File: config.mk
export PLATFORM = sky130hd
export DESIGN_NAME = rcs_slice_div
export DESIGN_NICKNAME = d
export VERILOG_FILES = /design/src/hdl/rcs_pkg.sv /design/src/hdl/rcs_slice_div.sv
export SDC_FILE = /design/constraint.sdc
export NUM_CORES = 2
export LEC_CHECK = 0
export BUFFER_PORTS_ARGS = -buffer_cell sky130_fd_sc_hd__buf_2
export CORE_ASPECT_RATIO = 1.5
export CORE_UTILIZATION = 50
export DETAILED_ROUTE_END_ITERATION = 16
export GPL_ROUTABILITY_DRIVEN = 0
export PLACE_DENSITY = 0.66
export SETUP_SLACK_MARGIN = 0.05
export SLEW_MARGIN = 20
export SYNTH_ARGS = -nofsm -noshare
export SYNTH_HDL_FRONTEND = slang
export SYNTH_SLANG_ARGS = --single-unit
File: constraint.sdc
create_clock -name clk -period 6.95 [get_ports clk]
set_input_delay 0.695 -clock clk [delete_from_list [all_inputs] [get_ports clk]]
set_output_delay 0.695 -clock clk [all_outputs]
set_load 0.03 [all_outputs]
File: src/hdl/rcs_pkg.sv
// shared types and constants for the raycast column setup pipeline
// used by rcs_dist_div, rcs_slice_div and raycast_column_setup_core
`default_nettype none
package rcs_pkg;

    localparam int TEX_WIDTH = 64;
    localparam int TEX_BITS  = 11;

    localparam logic [10:0] SCREEN_H_RESET = 11'd480;

    localparam logic [1:0] FORCE_NONE = 2'd0;
    localparam logic [1:0] FORCE_ZERO = 2'd1;
    localparam logic [1:0] FORCE_MAX  = 2'd2;

    localparam logic [23:0] DIST_MAX  = 24'hFFFFFF;
    localparam logic [15:0] SLICE_MAX = 16'hFFFF;

    typedef struct packed {
        logic [11:0]        column;
        logic [23:0]        other_cam;
        logic signed [17:0] other_ray;
        logic               mirror;
    } side_t;

    typedef struct packed {
        logic        vld;
        side_t       sd;
        logic [1:0]  force_code;
        logic [17:0] ar;
        logic [16:0] rem;
        logic [23:0] dlo;
        logic [23:0] q;
    } da_t;

    typedef struct packed {
        logic        vld;
        side_t       sd;
        logic [23:0] wdist;
    } dist_t;

    typedef struct packed {
        logic        vld;
        side_t       sd;
        logic [23:0] wdist;
        logic        sat;
        logic [23:0] rem;
        logic [15:0] q;
    } db_t;

    typedef struct packed {
        logic        vld;
        side_t       sd;
        logic [23:0] wdist;
        logic [15:0] slice;
    } slice_t;

endpackage
`default_nettype wire

File: src/hdl/rcs_slice_div.sv
// slice height divider, screen height over distance, one bit per stage
// depends on rcs_pkg
`default_nettype none
module rcs_slice_div (
    input  wire logic         clk,
    input  wire logic         rst_n,
    input  wire logic         en,
    input  wire logic [10:0]  screen_h,
    input  rcs_pkg::dist_t    din,
    output rcs_pkg::slice_t   dout
);
    import rcs_pkg::*;

    localparam int STEPS = 16;

    db_t    first_reg;
    db_t    first_next;
    db_t    stg_reg [0:STEPS-1];
    db_t    stg_next [0:STEPS-1];
    slice_t dout_reg;
    slice_t dout_next;

    always_comb
    begin
        first_next.vld   = din.vld;
        first_next.sd    = din.sd;
        first_next.wdist = din.wdist;
        first_next.sat   = (screen_h != 11'd0) && ({13'd0, screen_h} >= din.wdist);
        first_next.rem   = {13'd0, screen_h};
        first_next.q     = '0;
    end

    always_comb
    begin
        logic [24:0] t;
        db_t         cur;
        for (int i = 0; i < STEPS; i++) begin
            cur = (i == 0) ? first_reg : stg_reg[i-1];
            t = {cur.rem, 1'b0};
            stg_next[i] = cur;
            if (t >= {1'b0, cur.wdist}) begin
                stg_next[i].rem = 24'(t - {1'b0, cur.wdist});
                stg_next[i].q   = {cur.q[14:0], 1'b1};
            end else begin
                stg_next[i].rem = t[23:0];
                stg_next[i].q   = {cur.q[14:0], 1'b0};
            end
        end
    end

    always_comb
    begin
        dout_next.vld   = stg_reg[STEPS-1].vld;
        dout_next.sd    = stg_reg[STEPS-1].sd;
        dout_next.wdist = stg_reg[STEPS-1].wdist;
        dout_next.slice = stg_reg[STEPS-1].sat ? SLICE_MAX : stg_reg[STEPS-1].q;
    end

    always_ff @(posedge clk or negedge rst_n)
    begin
        if (!rst_n) begin
            first_reg <= '0;
            for (int i = 0; i < STEPS; i++) stg_reg[i] <= '0;
            dout_reg <= '0;
        end else if (en) begin
            first_reg <= first_next;
            for (int i = 0; i < STEPS; i++) stg_reg[i] <= stg_next[i];
            dout_reg <= dout_next;
        end
    end

    assign dout = dout_reg;

endmodule
`default_nettype wire

# Word level (Yosys, flattened, before mapping)

Index checks and enable logic that the tools add are counted.

Multiplexer cells: 17
Shift operators: 0
Bitwise gates (word level): 0
Reduce and logical (&&, ||, !) cells: 2
Divide/modulo/power cells: 0
$mul: 0
Add/subtract/negate cells: 15
Magnitude comparators: 17
Eq/ne operators: 0

Operators by type and width:

| operator           | number |
|---|---|
| $mux 40            | 15 |
| $ge 25x24->1       | 15 |
| $sub 24x24->24     | 14 |
| $ge 11x24->1       | 1 |
| $ge 12x24->1       | 1 |
| $sub 12x24->24     | 1 |
| $mux 16            | 1 |
| $reduce_bool 11->1 | 1 |
| $logic_and 1x1->1  | 1 |
| $mux 1             | 1 |

Memories kept: 0
ROM bits: 0
Bits in registers: 2085
Memory bits (writable): 0
Latch bits: 0
Logic and storage cells: 209

# Depth between registers and ports, before layout

Depth in word-level cells: 2
Depth in mapped cells: 15
Depth with buffers taken out: 13

# Worst setup path before layout

Ideal clock, no wire load.

Kind: register to register
From: register, netlist name stg_reg[382]
To: register, netlist name stg_reg[266]
Setup time: 0.137 ns
Stages on the path, launching flop included: 13
Data required time: 6.813 ns
Path slack: 3.822 ns
Period minus slack after synthesis: 3.128 ns
Buffers on the path: 2
Data arrival time: 2.991 ns
Cell sequence: dfrtp_1 ha_1 a21o_1 or3_1 o221ai_2 a211oi_1 o21ai_1 or4b_1 a311oi_1 buf_4 buf_6 mux2i_1 a21oi_1

Cells in the longest elaborated chain, start to end: 2
Elaborated cells on any way between the ends: 3
Classes of those cells: 1 x add/sub; 1 x order compare; 1 x mux

Ends and longest elaborated chain:

| item                                           | line                                     | RTL |
|---|---|---|
| $sub 24x24->24 or $ge 25x24->1 (tied branches) | rcs_slice_div.sv:42, rcs_slice_div.sv:41 |  |
| $mux 40 *                                      | rcs_slice_div.sv:41                      | `if (t >= {1'b0, cur.wdist}) begin` |

Mark *: on every way between the ends. The rest lies on a longest branch, timed or not.
A chain may end at the register's enable or synchronous reset.

# Worst setup path after layout

From: register, netlist name stg_next[526]
To: register, netlist name stg_reg[501]

Cells in the longest elaborated chain, start to end: 2
Elaborated cells on any way between the ends: 3
Classes of those cells: 1 x add/sub; 1 x order compare; 1 x mux

Ends and longest elaborated chain:

| item                                           | line |
|---|---|
| $sub 24x24->24 or $ge 25x24->1 (tied branches) | rcs_slice_div.sv:42, rcs_slice_div.sv:41 |
| $mux 40 *                                      | rcs_slice_div.sv:41 |

Marked as above.

==> reports/metrics.csv <==
metric,value,unit
status,completed,
synth_top_area_share,53.2,%
swShare,35.5,%
initial_utilization,50.4,%
slew_headroom,27.3,%
ant_nets,0,
p_seq_share,39.2,%
pwr-share-clk,22.8,%
vias_per_cell,5.52,
fillers,15595,
synthFlopType,dfrtp_1,
path_max_fanout,23,
fin_crit,4.50,ns
whs_endpoint,first_reg[48],
drt_iter0_markers,3619,
track_usage,21.8,%
coreArea,185000,sq um
synth-edff-count,0,
p_switching,16.4,mW
cellLeakagePower,46.1,nW
pre_cts_ws,2.69,ns
die_w,354,um
avgSynthCellArea,11.4,sq um
skew,0.0324,ns
grt-ovfl-total,0,
synth.top_cells.by_area,"dfrtp_1 53%, mux2_2 15%, ha_1 5.1%",
setup_tns,0,ns
slew_violations,0,
io_buffers,189,
min-delay-start,din[7],
hpwlAfterDp,143,mm
area_growth,10.6,%
max_freq,222,MHz
register_area,49500,sq um
holdPathStages,3,
internal-power,29.9,mW
ioPinCount,190,
root_buffer,clkbuf_16,
hold_viol_final,0,
synthCells,8188,
postCtsHoldBufs,1,
largest_register_ff_count,1215,
cp_data_arrival_time,5.20,ns
synth_area,93100,sq um
htree_levels,4,
holdCritPathClass,in -> reg,
peakVddDrop,0.331,mV
worstSetupEndpointType,flop,
grt_max_degree,209,
criticalPathCategory,reg -> reg,
worst_pin_slew,1.09,ns
ys_top_cells_by_count,"1,980 x dfrtp_1, 1,224 x mux2_2, 577 x nand2_1",
cellPowerDensity,449,nW/um^2
vias,59933,
clk_path_buf_depth,3,
worst_ep_required_time,7.65,ns
final_nets,8757,
reg2reg_depth,12,
die_y,530,um
ys_seq_elements,1980,
final_util,55.8,%
dr.pass1.iters,8,
grt_pass1_vias,61454,
antenna_found_initial,13,
clock_sinks,1980,
synth_nets,8679,
yosysTopAreaCell,dfrtp_1,
wl_per_cell,18.7,um
yosys_warnings,0,
grt_pass1_wl,332,mm
setup_ws,2.45,ns
cp-start-kind,flop,
remaining_drc_errors,0,
clock_latency,0.84,ns
cts_tree,built,
cts.clk_slew.worst_paths,0.06,ns
crit_start,stg_next[526],
whs,0.0819,ns
p_comb_share,38.0,%
cts_resized,0,
yosysSeqAreaShare,53.2,%
reg2reg_from,stg_next[526],
multi_input_area,40400,sq um
async_flop_share,100,%
cts_made_buffers,189,
rsz0062_at_grt,no,
yosysUniqueCellTypes,81,
num_rows,193,
maxCapViolCount,0,
routed_wl,203,mm
drive_above_1_share,21.6,%
postCtsSetupBuffers,0,
finalSetupViolCount,0,
die_area,188000,sq um
rr_endpoint,stg_reg[501],
r2r_slack,2.45,ns
finalCritPeriodShare,64.7,%
yosys.cell_count.top_type,dfrtp_1,
area by class of cell:
cell class,count,area share (%)
clock buffer,284,5.49
multi-input combinational,5357,39.2
antenna,2,0.00486
timing repair buffer,251,1.70
tap,2437,2.96
inverter,487,1.77
clock inverter,53,0.768
sequential,1980,48.1
logic make-up after synthesis:
kind of cell,after synthesis,synth area share (%)
and+or+nand+nor,1579,7.44
muxes,1459,17.3
DFF,1980,53.2
AOI/OAI and AO/OA,1651,10.5
adders and majority gates,397,5.46
buffers and inverters,851,3.52
xor gates and xnor gates,271,2.55
worst max-delay path by stage:
stage	cells past startpoint	end
after detailed placement	12	stg_reg[501]
final	12	stg_reg[501]
after global placement	12	stg_reg[501]
after floorplan	12	stg_reg[266]
after CTS	12	stg_reg[501]
after global routing	12	stg_reg[501]
per-stage QoR:
stage	power (mW)	instance area, sq um	cells
global placement	35.1	96500	10510
detailed placement	35.8	96500	10510
global route	49.4	103000	10851
floorplan	31.0	93100	8188
finish	46.3	103000	10851
CTS	46.6	103000	10848
cells in the final DEF (no fill, tap or decap), types with 16 or more instances in the layout:
cell       count
and3_1        34
mux2i_1      234
or3_1         25
clkbuf_1      41
nand3_1       80
nand2b_1      47
nor2b_1       69
o31ai_1       20
nor2_1       559
a21boi_0      16
buf_2        187
o21a_1        56
nand4_1       45
a211oi_1      26
buf_12        25
nor3_1        67
clkinv_2      24
ha_1         382
xor2_1        93
nand2_1      577
buf_4         37
mux2_2      1224
dfrtp_1     1980
o21ai_0      544
a21o_1       162
clkbuf_8      51
a31oi_1       62
o211ai_1      20
clkbuf_16    192
inv_1        485
a21oi_1      555
xnor2_1      178
o21bai_1      33
power by group through the flow:
stage          logic (mW)  registers [mW]  clock network, mW
3_5_place_dp         17.5            18.3                  0
6_report             17.6            18.1               10.5
4_1_cts              17.6            18.2               10.9
2_1_floorplan        13.3            17.6                  0
3_3_place_gp         16.9            18.2                  0
5_1_grt              19.4            18.7               11.3
metal layers:
metal  routed length [um]  GRT usage [%]
met1                85300           26.9
met4                12500           12.6
met5                    0              0
met3                 6040           2.88
met2                99300           36.8
critical path, stage by stage (launching register included):
cell and delay [ns]:
dfrtp_1 0.38, inv_1 0.08, ha_1 0.30, nand2b_1 0.10, a21oi_1 0.07, o21ai_0 0.36
a21oi_1 0.20, a2111oi_1 0.83, nor3_1 0.17, o21ai_1 0.52, and2_1 0.84, o21ai_0 0.20
mux2_2 0.30
Note: power is estimated with default switching activity, not from simulation.
