File: src/hdl/rcs_pkg.sv
// shared types and constants for the raycast column setup pipeline
// used by rcs_dist_div, rcs_slice_div and raycast_column_setup_core
`default_nettype none
package rcs_pkg;

    localparam int TEX_WIDTH = 64;
    localparam int TEX_BITS  = 11;

    localparam logic [10:0] SCREEN_H_RESET = 11'd480;

    localparam logic [1:0] FORCE_NONE = 2'd0;
    localparam logic [1:0] FORCE_ZERO = 2'd1;
    localparam logic [1:0] FORCE_MAX  = 2'd2;

    localparam logic [23:0] DIST_MAX  = 24'hFFFFFF;
    localparam logic [15:0] SLICE_MAX = 16'hFFFF;

    typedef struct packed {
        logic [11:0]        column;
        logic [23:0]        other_cam;
        logic signed [17:0] other_ray;
        logic               mirror;
    } side_t;

    typedef struct packed {
        logic        vld;
        side_t       sd;
        logic [1:0]  force_code;
        logic [17:0] ar;
        logic [16:0] rem;
        logic [23:0] dlo;
        logic [23:0] q;
    } da_t;

    typedef struct packed {
        logic        vld;
        side_t       sd;
        logic [23:0] wdist;
    } dist_t;

    typedef struct packed {
        logic        vld;
        side_t       sd;
        logic [23:0] wdist;
        logic        sat;
        logic [23:0] rem;
        logic [15:0] q;
    } db_t;

    typedef struct packed {
        logic        vld;
        side_t       sd;
        logic [23:0] wdist;
        logic [15:0] slice;
    } slice_t;

endpackage
`default_nettype wire

File: src/hdl/rcs_dist_div.sv
// perpendicular distance divider, one quotient bit per pipeline stage
// depends on rcs_pkg
`default_nettype none
module rcs_dist_div (
    input  wire logic         clk,
    input  wire logic         rst_n,
    input  wire logic         en,
    input  rcs_pkg::da_t      din,
    output rcs_pkg::dist_t    dout
);
    import rcs_pkg::*;

    localparam int STEPS = 24;

    da_t   stg_reg [0:STEPS-1];
    da_t   stg_next [0:STEPS-1];
    dist_t dout_reg;
    dist_t dout_next;

    always_comb
    begin
        logic [17:0] t;
        da_t         cur;
        for (int i = 0; i < STEPS; i++) begin
            cur = (i == 0) ? din : stg_reg[i-1];
            t = {cur.rem, cur.dlo[23]};
            stg_next[i] = cur;
            stg_next[i].dlo = {cur.dlo[22:0], 1'b0};
            if (t >= cur.ar) begin
                stg_next[i].rem = 17'(t - cur.ar);
                stg_next[i].q   = {cur.q[22:0], 1'b1};
            end else begin
                stg_next[i].rem = t[16:0];
                stg_next[i].q   = {cur.q[22:0], 1'b0};
            end
        end
    end

    always_comb
    begin
        dout_next.vld = stg_reg[STEPS-1].vld;
        dout_next.sd  = stg_reg[STEPS-1].sd;
        case (stg_reg[STEPS-1].force_code)
            FORCE_ZERO: dout_next.wdist = '0;
            FORCE_MAX:  dout_next.wdist = DIST_MAX;
            default:    dout_next.wdist = stg_reg[STEPS-1].q;
        endcase
    end

    always_ff @(posedge clk or negedge rst_n)
    begin
        if (!rst_n) begin
            for (int i = 0; i < STEPS; i++) stg_reg[i] <= '0;
            dout_reg <= '0;
        end else if (en) begin
            for (int i = 0; i < STEPS; i++) stg_reg[i] <= stg_next[i];
            dout_reg <= dout_next;
        end
    end

    assign dout = dout_reg;

endmodule
`default_nettype wire

File: config.mk
export PLATFORM = sky130hd
export DESIGN_NAME = rcs_dist_div
export DESIGN_NICKNAME = d
export VERILOG_FILES = /design/src/hdl/rcs_pkg.sv /design/src/hdl/rcs_dist_div.sv
export SDC_FILE = /design/constraint.sdc
export NUM_CORES = 2
export LEC_CHECK = 0
export ABC_CLOCK_PERIOD_IN_PS = 4550
export BUFFER_PORTS_ARGS = -buffer_cell sky130_fd_sc_hd__buf_2
export CORE_MARGIN = 10
export CORE_UTILIZATION = 60
export DETAILED_ROUTE_END_ITERATION = 10
export PLACE_DENSITY = 0.76
export SETUP_SLACK_MARGIN = 0.5
export SLEW_MARGIN = 30
export SYNTH_ARGS = -nofsm -noshare
export SYNTH_HDL_FRONTEND = slang
export SYNTH_SLANG_ARGS = --single-unit
File: constraint.sdc
create_clock -name clk -period 4.55 [get_ports clk]
set_input_delay 0.91 -clock clk [delete_from_list [all_inputs] [get_ports clk]]
set_output_delay 0.91 -clock clk [all_outputs]
set_load 0.05 [all_outputs]
# Word level (Yosys, flattened, before mapping)
# Index checks and enable logic that the tools add are counted.
word_totals:
  register_bits: 2853
  input_bits: 144
  out_inout_bits: 80
op_classes:
  addsub: 23
  order_cmp: 24
  n_eq_ne: 2
  n_mux: 48
ops:
  columns: ["cell", "n"]
  rows:
  - [">= comparator 18 bit", 24]
  - ["2-to-1 mux 17 bit", 23]
  - ["subtractor 17 bit", 23]
  - ["case mux 24 bit (2 select lines)", 1]
  - ["2-to-1 mux 1 bit", 24]
  - ["== test 2 x 1 -> 1 bit, second input constant", 1]
  - ["== test 2 bit, second input constant", 1]

# Longest topological paths before layout
depth:
  word_depth: 2
  depth_mapped: 15
  ltp_nobuf: 13

# Least setup slack after synthesis
# OpenSTA, ideal clock, no wires.
synth_path:
  path_type: "in2reg"
  from: "input din[47] in the netlist's numbering"
  to: "register stg_reg[3306] (netlist name)"
  setup_time_ns: 0.082
  arrival_time_ns: 3.241
  required_ns: 4.468
  slack_ns: 1.227
  path_stages: 14
  n_path_buf: 2
  path_cell_list: "inv_1 ha_1 inv_1 fa_1 a211oi_1 o21a_1 o21ai_0 a31oi_1 o31ai_1 a21oi_1 buf_2 buf_2 nand2_1 a31oi_1"
synth_between:
  elab_chain_len: 2
  word_cells_on_any_way: 3
synth_rtl:
  columns: ["item", "line_no", "rtl"]
  rows:
  - ["from (decl)", "rcs_dist_div.sv:8", "input rcs_pkg::da_t din,"]
  - ["subtractor 17 bit / >= comparator 18 bit (equally long branches)", "rcs_dist_div.sv:30, rcs_dist_div.sv:29", null]
  - ["2-to-1 mux 17 bit (*)", "rcs_dist_div.sv:29", "if (t >= cur.ar) begin"]
# Every way passes the cells marked *; elsewhere a longest branch is shown, timed or not.
# A chain may end at the register's enable or synchronous reset.

# Worst setup path in the final report
layout_path:
  from: "register stg_reg[2303] (netlist name)"
  to: "register stg_reg[2165] (netlist name)"
layout_between:
  elab_chain_len: 2
  word_cells_on_any_way: 3
layout_rtl:
  columns: ["item", "line_no"]
  rows:
  - ["subtractor 17 bit / >= comparator 18 bit (equally long branches)", "rcs_dist_div.sv:30, rcs_dist_div.sv:29"]
  - ["2-to-1 mux 17 bit (*)", "rcs_dist_div.sv:29"]
# Marks and branches as above.

==> results.sh <==
export IMPL_crit_arrival_ns=4.56
export IMPL_start_kind="flip-flop"
export IMPL_insertion_delay_ns=0.92
export IMPL_first_pass_iters=6
export IMPL_start_util_pct=60.4
export IMPL_portBuffers=199
export IMPL_tightestPinTransition_ns=0.935
export IMPL_die_w_um=480
export IMPL_ys_seq_area_share_pct=56.3
export IMPL_p_sw_share_pct=34.2
export IMPL_status="finished, final reports clean"
export IMPL_slowest_stage="a2111o_1"
export IMPL_fin_nets=11199
export IMPL_seqPwrFrac_pct=41.3
export IMPL_grt_setup_unrepaired="no"
export IMPL_r2r_start="stg_reg[2303]$_DFFE_PN0P_"
export IMPL_antenna_found_initial=7
export IMPL_slowest_delay_ns=0.50
export IMPL_fin_setup_tns_ns=0
export IMPL_path_clk_slew_ns=0.06
export IMPL_synthesis_nets=11001
export IMPL_die_y_um=480
export IMPL_grt_pass1_vias=80354
export IMPL_ys_types=77
export IMPL_post_cts_setup_buffers=0
export IMPL_drc=0
export IMPL_dr_total_vias=77818
export IMPL_drt_iter0_markers=5385
export IMPL_p_clk_share_pct=23.8
export IMPL_cp_max_fo=30
export IMPL_finalSetupViolCount=0
export IMPL_fin_crit_ns=3.79
export IMPL_dp_hpwl_mm=174
export IMPL_worstHoldEndpoint="stg_next[3183]$_DFFE_PN0P_"
export IMPL_reg2reg_to="stg_reg[2165]$_DFFE_PN0P_"
export IMPL_layout_commonest_cell="dfrtp_1"
export IMPL_holdPathStages=3
export IMPL_synth_ff_type="dfrtp_1"
export IMPL_area_delta_synth_final_pct=11.5
export IMPL_drt_wl_total_mm=256
export IMPL_maxSlewViolCount=0
export IMPL_crit_family="compound AO/OA/AOI/OAI gates"
export IMPL_routabilityCongestion=0.894
export IMPL_grt_max_degree=179
export IMPL_cts_max_level=5
export IMPL_layout_drive_gt1_share_pct=26.8
export IMPL_ys_warn_count=0
export IMPL_clkSinkCount=2853
export IMPL_cts_tree="built"
export IMPL_synth_edf_count=0
export IMPL_hold_path_class="in -> reg"
export IMPL_ant_nets=0
export IMPL_vias_per_cell=5.72
export IMPL_core_area_um2=210000
export IMPL_min_from="din[81]"
export IMPL_required_ns=5.32
export IMPL_peakVddDrop_v=0.000523
export IMPL_ys_ff_latch=2853
export IMPL_synth_async_reset_ratio_pct=100
export IMPL_power_density_nw_per_um2=726
export IMPL_fin_util_pct=67.3
export IMPL_post_route_period_util_pct=83.4
export IMPL_post_drt_wl_per_cell_um=18.8
export IMPL_syn_inst=10401
export IMPL_grt_pass1_wl_mm=427
export IMPL_clockBufferDepth=4
export IMPL_critical_path_cell_chain="inv_1, ha_1, inv_1, fa_1, a21oi_1, o221ai_1, a2111o_1, a211oi_1, o31ai_2, a21oi_2, buf_4, o21ai_0, mux2_2"
export IMPL_rrSetupSlack_ns=0.76
export IMPL_clock_tree_root_cell="clkbuf_16"
export IMPL_relSlewSlack_pct=37.7
export IMPL_grt_ovfl_total=0
export IMPL_rr_worst_depth=13
export IMPL_cts_made_buffers=311
export IMPL_critPathBufInv=3
export IMPL_maxCapViolations=0
export IMPL_max_freq_mhz=264
export IMPL_crit_type="reg -> reg"
export IMPL_final_cell_mix="dfrtp_1 (2853), mux2_2 (2013), nand2_1 (673)"
export IMPL_power_frac_comb_pct=34.9
export IMPL_io_pins=224
export IMPL_cpMostUsedCell="inv_1"
export IMPL_hold_violations=0
export IMPL_total_leakage_power_uw=0.0630
export IMPL_rows=168
export IMPL_largest_reg_flops=2001
export IMPL_p_int_uw=67500
export IMPL_p_sw_uw=35100
export IMPL_syn_mean_instance_area_um2=12.2
export IMPL_end_kind="flip-flop"
export IMPL_skew_ns=0.0456
export IMPL_grt_use_total_pct=22.1
export IMPL_syn_cell_area_um2=127000
export IMPL_die_area_um2=230000
==> stage by stage <==
| step | power, µW | instance area (µm²) | setup slack, ns | instances | hold WS [ns] |
|---|---|---|---|---|---|
| after detailed placement | 78000 | 131000 | 0.678 | 13089 | 0.463 |
| after global placement | 76100 | 131000 | 0.663 | 13088 | 0.457 |
| after global routing | 110000 | 141000 | 0.527 | 13609 | 0.181 |
| final | 103000 | 141000 | 0.757 | 13612 | 0.214 |
| after CTS | 103000 | 141000 | 0.754 | 13606 | 0.0477 |
| after floorplan | 68000 | 127000 | 1.23 | 10401 | 0.448 |
==> cells in the mapped netlist, types with 7 or more instances <==
cell       instances  area share [%]
a221oi_1          14           0.097
nand2b_1          31            0.15
inv_1            525             1.6
xor2_1            91            0.63
o21ai_0          619             2.4
a211o_1           13           0.090
clkbuf_1         432             1.3
nand3_1           59            0.23
o21a_1            51            0.30
xnor2_1          212             1.5
nand2_1          673             2.0
buf_2             32            0.13
a21o_1           137            0.81
o221ai_1           9           0.062
o31ai_1           12           0.071
nand4_1           54            0.27
a41o_1             7           0.055
and4_1            13           0.090
nor2b_1           49            0.24
nor3_1            81            0.32
o21bai_1          41            0.24
o31a_1            14           0.097
a41oi_1            9           0.062
a221o_1            7           0.055
or2_2             11           0.054
nor4_1            17           0.084
a31oi_1           61            0.30
fa_1              23            0.36
a21boi_0           9           0.053
or3_1             18           0.089
mux2i_1          248             2.0
o211ai_1          27            0.16
ha_1             433             4.3
a31o_2            12           0.083
a21oi_1          657             2.6
nor2_1           649             1.9
a2111oi_0         15            0.10
dfrtp_1         2853              56
buf_1             11           0.033
a211oi_1          33            0.20
mux2_2          2013              18
and3_1            33            0.16
==> cells by family after synthesis <==
logic type               share of synthesized area [%]
AO/OA/AOI/OAI                                     8.33
flip-flops                                        56.3
multiplexers                                      19.8
adder cells (fa/ha/maj)                           4.64
AND/OR/NAND/NOR                                   5.73
XOR/XNOR                                          2.09
buffers and inverters                             3.07
==> power groups by stage <==
stage	combinational, µW	clock [µW]	sequential [µW]
after floorplan	27500	0	40500
after global placement	34100	0	42000
after detailed placement	35500	0	42600
after CTS	35900	25000	42300
after global routing	39900	26100	43600
final	35800	24400	42300
==> metal layers <==
metal	wire, µm	global-route usage (%)	up-vias
met1	122000	32.5	39230
li1	-	-	36800
met4	5940	5.80	0
met3	9950	3.18	426
met2	118000	34.8	1362
met5	0	0	-
==> what timing repair did <==
| action | in CTS | in global routing |
|---|---|---|
| gates resized for setup | 0 | 1 |
| hold buffers | 0 | 1 |
| endpoints found under the setup margin | 0 | 3 |
| hold endpoints to repair | 0 | 12 |
==> worst register-to-register path: cells and delay by family, from the launching register on <==
family / cells / cell delay [ns]
buffers and inverters: 3 / 0.47
adder cells (fa/ha/maj): 2 / 0.58
flip-flops: 1 / 0.38
AO/OA/AOI/OAI: 7 / 1.95
multiplexers: 1 / 0.27
==> area by class of cell <==
cell class              count  area (µm²)
fillers                 14969       68600
flip-flops and latches   2853       71400
repair buffers            370        2950
clock inverters            81         937
well taps                2805        3510
multi-input cells        6538       51600
diodes                      4        10.0
inverters                 525        1970
clock buffers             436        8980
==> how the worst max path moves through the flow <==
stage | cells past startpoint | startpoint | slack (ns) | to
after floorplan | 14 | din[47] | 1.23 | stg_reg[3306]$_DFFE_PN0P_
after global placement | 15 | din[47] | 0.66 | stg_reg[3305]$_DFFE_PN0P_
after detailed placement | 15 | din[47] | 0.68 | stg_reg[3307]$_DFFE_PN0P_
after CTS | 14 | stg_reg[1034]$_DFFE_PN0P_ | 0.75 | stg_reg[894]$_DFFE_PN0P_
after global routing | 14 | stg_reg[1034]$_DFFE_PN0P_ | 0.53 | stg_reg[894]$_DFFE_PN0P_
final | 13 | stg_reg[2303]$_DFFE_PN0P_ | 0.76 | stg_reg[2165]$_DFFE_PN0P_
Note: power is estimated with default switching activity, not from simulation.
